File: src/rtl/dls_pkg.sv
// Shared widths and default parameter values of the discrete log solver.
`default_nettype none
package dls_pkg;
    localparam int BASE_W           = 31;
    localparam int EXP_W            = 32;
    localparam int STEP_W           = 16;
    localparam int TABLE_SLOTS_DEF  = 65536;
    localparam int MODULUS_BITS_DEF = 31;
endpackage
`default_nettype wire

File: src/rtl/dls_divider.sv
// Bit-serial restoring divider shared by every modular step of the solver.
`default_nettype none
module dls_divider import dls_pkg::*; #(
    parameter int N_W = 62,
    parameter int D_W = 31
) (
    input  wire logic           clk,
    input  wire logic           rst_n,
    input  wire logic           start,
    input  wire logic [N_W-1:0] num,
    input  wire logic [D_W-1:0] den,
    output logic                done,
    output logic [N_W-1:0]      quot,
    output logic [D_W-1:0]      rem
);
    localparam int CNT_W = $clog2(N_W + 1);

    logic [N_W-1:0]   quo_reg;
    logic [D_W-1:0]   rem_reg;
    logic [D_W-1:0]   den_reg;
    logic [CNT_W-1:0] cnt_reg;
    logic             busy_reg;
    logic             done_reg;
    logic [D_W:0]     trial;
    logic [D_W:0]     diff;

    // One quotient bit per cycle: shift in the next numerator bit and try to subtract.
    assign trial = {rem_reg, quo_reg[N_W-1]};
    assign diff  = trial - {1'b0, den_reg};

    always_ff @(posedge clk or negedge rst_n)
    begin
        if (!rst_n)
        begin
            busy_reg <= 1'b0;
            done_reg <= 1'b0;
            cnt_reg  <= '0;
        end
        else
        begin
            done_reg <= 1'b0;
            if (start)
            begin
                quo_reg  <= num;
                rem_reg  <= '0;
                den_reg  <= den;
                cnt_reg  <= '0;
                busy_reg <= 1'b1;
            end
            else if (busy_reg)
            begin
                if (!diff[D_W])
                begin
                    rem_reg <= diff[D_W-1:0];
                    quo_reg <= {quo_reg[N_W-2:0], 1'b1};
                end
                else
                begin
                    rem_reg <= trial[D_W-1:0];
                    quo_reg <= {quo_reg[N_W-2:0], 1'b0};
                end
                if (cnt_reg == CNT_W'(N_W - 1))
                begin
                    busy_reg <= 1'b0;
                    done_reg <= 1'b1;
                end
                cnt_reg <= cnt_reg + 1'b1;
            end
        end
    end

    assign done = done_reg;
    assign quot = quo_reg;
    assign rem  = rem_reg;
endmodule
`default_nettype wire

File: config.mk
export PLATFORM = sky130hd
export DESIGN_NAME = dls_divider
export DESIGN_NICKNAME = d
export VERILOG_FILES = /design/src/rtl/dls_pkg.sv /design/src/rtl/dls_divider.sv
export SDC_FILE = /design/constraint.sdc
export NUM_CORES = 1
export LEC_CHECK = 0
export ABC_AREA = 1
export BUFFER_PORTS_ARGS = -buffer_cell sky130_fd_sc_hd__buf_2
export CORE_MARGIN = 5
export CORE_UTILIZATION = 45
export DETAILED_ROUTE_END_ITERATION = 6
export GPL_TIMING_DRIVEN = 0
export PLACE_DENSITY_LB_ADDON = 0.1
export SYNTH_ARGS = -nofsm -noshare
export SYNTH_HDL_FRONTEND = slang
export SYNTH_SLANG_ARGS = --single-unit
File: constraint.sdc
create_clock -name clk -period 8 [get_ports clk]
set_clock_uncertainty 0.15 [all_clocks]
set_input_delay 0.8 -clock clk [delete_from_list [all_inputs] [get_ports clk]]
set_output_delay 0.8 -clock clk [all_outputs]
set_load 0.01 [all_outputs]
==> impl_metrics.yaml <==
status:
  status: "finished clean"
clock_tree:
  cts_setup_buffers: 0
  cts_buffer_depth: 2
  clock_sinks: 132
  cts_hold_buf: 0
  root_buffer: "clkbuf_16"
  htreeDepth: 4
  clk_latency_ns: 0.43
  cts.clk_slew.worst_paths_ns: 0.06
  cts_buffers: 17
  cts_tree: "built"
  cts_resized: 0
critical_path:
  r2r_start: "rem[25]$_SDFFCE_PP0P_"
  reg2reg_to: "rem[5]$_SDFFCE_PP0P_"
  critical_path_arrival_ns: 2.95
  path_class: "input pin to flip-flop"
  cp.required_ns: 7.97
  reg2reg_slack_ns: 5.21
  ff2ff_path_depth: 12
  crit_path_start_kind: "input pin"
  critPathMaxFanout: 34
  endpoint_kind: "flip-flop"
timing:
  worst_pin_slew_ns: 1.01
  finalWorstSetupSlack_ns: 5.02
  timing.slew.headroom: 0.330
  min_period_ns: 2.98
  finalHoldViolations: 0
  max_freq_mhz: 336
  rsz0062_at_grt: "no"
  setup_viol: 0
  slew_viol_final: 0
  tns_ns: 0
  period_share: 0.372
worst_hold_path:
  hp-class: "flip-flop to flip-flop"
  min_path_cells: 2
  min_from: "cnt_reg[4]$_DFFE_PN0N_"
  min_to: "cnt_reg[4]$_DFFE_PN0N_"
routing:
  vias: 7395
  antenna_left: 0
  drt_pass1_iterations: 6
  via_per_inst: 4.66
  drt_iter0_markers: 404
  wl_per_cell_um: 14.1
  routed_wl_um: 22400
  drcViolationCount: 0
synth:
  syn_inst: 1131
  synth_top_area_share: 0.443
  netlist_area_mm2: 0.00840
  syn_area_per_cell_um2: 7.43
  ys_async_sr_fraction: 0.0606
  synth_nets: 1261
  ys_top_cells_by_area: "edfxtp_1 (44%), nand2_1 (24%), inv_1 (8.9%)"
  ys_seq_area_frac: 0.467
  synth_warnings: 0
  synth_top_cell_by_area: "edfxtp_1"
  synth_edf_count: 124
  ys.flop_type: "edfxtp_1"
  synth-seq-cells: 132
  ys_types: 36
die:
  initial_core_util: 0.454
  dieArea_mm2: 0.0215
  io-pin-count: 190
  chipHeight_um: 147
  core_area_mm2: 0.0185
  num_rows: 50
  die_x_um: 147
layout:
  largest_reg_flops: 62
  drive_above_1_share: 0.192
  nNetsFinal: 1469
  layout_common_cells: "nand2_1 (535), inv_1 (198), buf_2 (189)"
  syn_to_final_growth_pct: 21.7
  final_area_mm2: 0.0102
  final_common_cell: "nand2_1"
power_and_ir_drop:
  seqPwrFrac: 0.375
  ir_drop_mv: 0.170
  p_int_mw: 1.53
  leakage_nw: 5.50
  swShare: 0.350
  power_switching_mw: 0.824
  pwr-share-clk: 0.321
  power.total_mw: 2.35
  p_comb_frac: 0.304
  power_density_mw_per_mm2: 230
global_routing:
  grt_overflow: 0
  grt_pass1_wl_um: 36300
  grt_antenna_before_repair: 0
  grt_max_degree: 42
  grt_pass1_vias: 7138
  grt_usage: 0.211
place:
  hpwl_um: 17300
  place.gp.congestion: 0.893
  pre_cts_ws_ns: 4.15
  placed_area_mm2: 0.00966
  numPortBuffers: 188
job:
  maxCapViolCount: 0
==> routing by layer <==
layer | global-route usage | share of wire | vias to the layer above
li1 | - | - | 3892
met2 | 0.356 | 0.48 | 172
met4 | 0.0456 | 0.011 | 0
met5 | 0 | 0 | -
met3 | 0.0686 | 0.068 | 20
met1 | 0.266 | 0.44 | 3311
==> worst max path at each step <==
stage | from | cells after the start | endpoint
2_1_floorplan | start | 4 | quot[0]$_DFFE_PP_
3_5_place_dp | start | 5 | den_reg[21]$_DFFE_PP_
6_report | start | 5 | quot[54]$_DFFE_PP_
5_1_grt | start | 5 | quot[54]$_DFFE_PP_
3_3_place_gp | start | 4 | quot[55]$_DFFE_PP_
4_1_cts | start | 5 | den_reg[17]$_DFFE_PP_
==> cell usage after synthesis, types with 2 or more instances <==
cell / number
nand3_2: 3
buf_6: 4
nand2_1: 535
nand2_2: 16
nand2_4: 3
nand4_1: 6
o21ai_0: 5
nor3_1: 13
nor2_2: 2
ha_1: 33
a21oi_1: 23
edfxtp_1: 124
dfrtp_1: 8
nand3_1: 56
inv_1: 199
inv_2: 3
xnor2_1: 12
and2_1: 6
o21bai_1: 2
clkbuf_1: 17
nor2_1: 43
xor2_1: 3
nand3b_1: 2
==> cells by family after synthesis <==
logic type                 Yosys count  share of synthesized area
adders and majority gates           34                     0.0515
xor gates and xnor gates            15                     0.0156
AOI/OAI and AO/OA                   34                     0.0217
and+or+nand+nor                    689                      0.337
buffers and inverters              227                      0.107
DFF                                132                      0.467
==> power groups by stage <==
stage	clock network [mW]	registers [mW]	logic (mW)
after floorplan	0	0.914	0.481
after global placement	0	0.897	0.712
after detailed placement	0	0.895	0.720
after CTS	0.770	0.883	0.722
after global routing	0.804	0.891	0.815
final	0.756	0.882	0.716
==> critical path, cell delays in order <==
cell      delay, ns
clkbuf_1       0.42
nor2_1         0.26
clkbuf_1       0.36
nor2_4         0.77
buf_12         0.29
==> layout make-up <==
type	count	area [um^2]
multi-input cells	772	3590
clock inverters	13	126
diodes	1	2.50
well taps	234	293
clock buffers	19	433
repair buffers	189	961
inverters	202	758
flip-flops and latches	132	3920
plain buffers	25	140
fillers	1830	8290
==> stage by stage <==
step	hold slack, ns	cells	utilization
floorplan	0.334	1131	-
global placement	0.364	1553	0.520
detailed placement	0.366	1554	0.522
CTS	0.380	1586	0.552
global route	0.375	1586	0.552
finish	0.378	1587	0.552
(Power assumes the default switching activity.)
